File: config.mk
export PLATFORM = sky130hd
export DESIGN_NAME = salc_ram
export DESIGN_NICKNAME = d
export VERILOG_FILES = /design/src/rtl/salc_ram.sv
export SDC_FILE = /design/constraint.sdc
export NUM_CORES = 1
export LEC_CHECK = 0
export BUFFER_PORTS_ARGS = -buffer_cell sky130_fd_sc_hd__buf_2
export CAP_MARGIN = 20
export CORE_MARGIN = 10
export CORE_UTILIZATION = 45
export DETAILED_ROUTE_END_ITERATION = 10
export PLACE_DENSITY = 0.71
export SETUP_SLACK_MARGIN = 0.1
export SLEW_MARGIN = 20
export SYNTH_ARGS = -nofsm -noshare
export SYNTH_HDL_FRONTEND = slang
export SYNTH_SLANG_ARGS = --single-unit
File: constraint.sdc
create_clock -name i_clk -period 2.3 [get_ports i_clk]
set_input_delay 0.575 -clock i_clk [delete_from_list [all_inputs] [get_ports i_clk]]
set_output_delay 0.575 -clock i_clk [all_outputs]
set_load 0.01 [all_outputs]
File: src/rtl/salc_ram.sv
// ----------------------------------------------------------------------------
// salc_ram
// Generic simple dual-port RAM, one write port, one read port, registered read.
// ----------------------------------------------------------------------------
module salc_ram #(
    parameter int WIDTH = 8,
    parameter int DEPTH = 16
) (
    input  logic                                   i_clk,
    input  logic                                   i_wr_en,
    input  logic [((DEPTH > 1) ? $clog2(DEPTH) : 1)-1:0] i_wr_addr,
    input  logic [WIDTH-1:0]                       i_wr_data,
    input  logic                                   i_rd_en,
    input  logic [((DEPTH > 1) ? $clog2(DEPTH) : 1)-1:0] i_rd_addr,
    output logic [WIDTH-1:0]                       o_rd_data
);

    logic [WIDTH-1:0] r_mem [DEPTH];

    // write port
    always_ff @(posedge i_clk) begin
        if (i_wr_en) begin
            r_mem[i_wr_addr] <= i_wr_data;
        end
    end

    // registered read, holds while not enabled
    always_ff @(posedge i_clk) begin
        if (i_rd_en) begin
            o_rd_data <= r_mem[i_rd_addr];
        end
    end

endmodule

; Word level (Yosys, flattened, before mapping)
; Memory sizes are Yosys's and may differ from the RTL's. A register that Yosys moved wholly into a read port is not among the register bits.
; Cells that the tools add are included.
[word_totals]
in_bits = 19
register_bits = 0
elab_cells = 3
mem_bits_rw = 128
memories = 1
output_inout_bits = 8
[mem_list]
columns = name, words, word_bits, rd, rd_ports_with_merged_regs, write_ports, line_no
row1 = r_mem, 16, 8, 1, 1, 1, 18  ; logic [WIDTH-1:0] r_mem [DEPTH];
[op_classes]
muxes = 2
[ops]
columns = cell, n
row1 = $mux W1, 2

; Logic depth before layout (Yosys ltp)
[depth]
word_depth = 2
depth_mapped = 5
depth_no_buf = 3

; Worst setup path after synthesis
; OpenSTA, ideal clock, no wires.
[synth_timing]
path_kind = input-to-reg
from = input i_wr_addr[2] (netlist name)
to = memory r_mem[0][0], enable pin
arrival_time_ns = 1.685
required_ns = 1.917
path_buffers = 0
setup_time_ns = 0.383
cell_stages = 2
slack_ns = 0.232
path_cell_list = or3b_2 > nor3_1
[synth_rtl]
columns = element, line_no
row1 = start: declaration, 11  ; input logic [((DEPTH > 1) ? $clog2(DEPTH) : 1)-1:0] i_wr_addr,
row2 = end: declaration, 18
; Straight into the memory's write port.

==> reports/results.tsv <==
metric	value	unit
TNS Setup	0	ps
Clk Latency, worst-skew pair	400	ps
first-pass GRT wire length	15600	um
# Max-Cap Violations	0	
Die H	128	um
placed wire-length estimate	6300	um
initial antenna violation count	2	
CTS Root Cell	clkbuf_16	
# resized after CTS	0	
CTS Hold Bufs	0	
GRT Resource Usage Total	0.128	
largest net degree at the start of global routing	33	
Fin Clk Skew	8.52	ps
gr ovfl total	0	
Pwr Density	946	mW/mm^2
via count	2476	
number of remaining DRC errors	0	
htree depth	4	
placed cells	409	
Psw	1.11	mW
Rows	39	
commonest cells in the netlist	edfxtp_1 (136), mux4_2 (18), a22oi_1 (16)	
ys flop type	edfxtp_1	
Post-Syn Area	0.00523	mm^2
Place WS	184	ps
final cell count without fillers	441	
die outline width	128	um
EDFF count, synth	136	
clock-pin slew on the worst setup and hold paths	60	ps
WL/cell	22.4	um
RSZ-0062 raised after global routing	no	
setup ws final	607	ps
Slew Limit Fails	0	
Final Hold Vio Count	0	
fin crit period	1690	ps
relative slew slack	0.730	
Synth warnings	0	
clock buffer depth	2	
status	finished clean	
synth top area cells	edfxtp_1 (78%), mux4_2 (7.8%), mux4_1 (7.0%), a22oi_1 (2.3%), nor2_1 (0.93%)	
Post-synth ARST share	0	
layout cell share with drive strength beyond 1	0.312	
fillers	872	
Comb pwr share	0.044	
Die ar.	0.0163	mm^2
leakage	2.13	nW
Critical Path Start Type	input port	
final setup vio count	0	
overall routed net length	9880	um
required time of the critical path	2450	ps
CP Capture Type	register	
Starting Density	0.458	
drt first pass iters	4	
Data arrival, critical path	1840	ps
vias in the first global route	2641	
DR iter-0 viols	197	
Syn-to-layout area delta	20.2	%
Final period util	0.736	
CP Max Fanout	17	
Mapped Cells	229	
TritonCTS clock tree	yes	
top cell type's share of synthesized area	0.781	
DRT antenna net count	0	
Seq pwr share	0.473	
GPL Wtd Cong	0.750	
synthesized flop and latch total	136	
Antenna Cells	0	
worst slew pin tran	405	ps
fin nets	304	
Avg Cell Area, Syn	22.8	um^2
Clk pwr share	0.483	
Hold Crit Class	in -> reg	
post-layout util	0.550	
worst vdd ir	0.440	mV
area of the core	0.0114	mm^2
P_int	4.83	mW
Num CTS Buffers	17	
port bufs	26	
FMAX	591	MHz
Setup CP Type	in -> reg	
Post-CTS Setup Inserts	0	
Synth area leader	edfxtp_1	
vias per cell	5.61	
cell with the most instances after synthesis	edfxtp_1	
# IOs	27	
clock sinks	136	
Syn Nets	248	
Tot Pwr	5.94	mW
sequential area share after synthesis	0.781	
Synth cell types	18	
sw frac	0.187	
[worst max-delay path, stage by stage]
cell and delay (ps):
buf_2 140, buf_12 190, mux4_1 560, a22oi_1 290, nand2_1 80
[logic make-up after synthesis]
family | Yosys count | share of synthesized area
mux | 32 | 0.148
flops | 136 | 0.781
simple gates | 35 | 0.0314
buf+inv | 10 | 0.0165
compound gates | 16 | 0.0230
[metal layers]
metal / global-route usage / wire length (um) / part of all wire
met5: 0 / 26 / 0.0026
met3: 0.0438 / 752 / 0.076
met2: 0.204 / 4870 / 0.49
met4: 0.0477 / 120 / 0.012
met1: 0.160 / 4110 / 0.42
[layout by cell type, fill, tap and decap left out, types with 5 or more instances in the layout]
cell / count
bufinv_16: 5
buf_4: 18
nor2_1: 13
edfxtp_1: 136
mux4_1: 14
nand2_1: 9
mux4_2: 18
a22oi_1: 16
buf_2: 26
clkbuf_16: 17
[final timing paths]
kind                            cells after the start  slack [ps]      endpoint          from
worst max-delay path                                5         610  o_rd_data[4]  i_rd_addr[0]
worst min-delay path                                1         550   r_mem[6][5]  i_wr_data[5]
worst max register to register                      3         820  o_rd_data[2]   r_mem[5][2]
worst min register to register                      3         750  o_rd_data[4]   r_mem[4][4]
[power groups by stage]
stage               logic [mW]  registers [mW]  clock network, mW
floorplan                0.141            2.86                  0
global placement         0.258            2.86                  0
detailed placement       0.264            2.86                  0
CTS                      0.266            2.81               2.90
global route             0.286            2.81               3.03
finish                   0.260            2.81               2.87
[state kept, by name (all words and copies together) (netlist names)]
name,flops
r_mem,128
o_rd_data,8
[cell type report]
type                    instances  area, um^2  share of cell area
clock buffers                  20         437              0.0695
multi-input cells              83        1060               0.168
flip-flops and latches        136        4080               0.650
well taps                     143         179              0.0285
repair buffers                 47         325              0.0518
clock inverters                12         199              0.0317
[through the flow]
stage | hold slack (ps) | cell area [um^2]
after floorplan | 674 | 5230
after global placement | 738 | 5650
after detailed placement | 741 | 5650
after CTS | 542 | 6280
after global routing | 546 | 6280
final | 551 | 6280
Power figures use the tool's default switching activity.
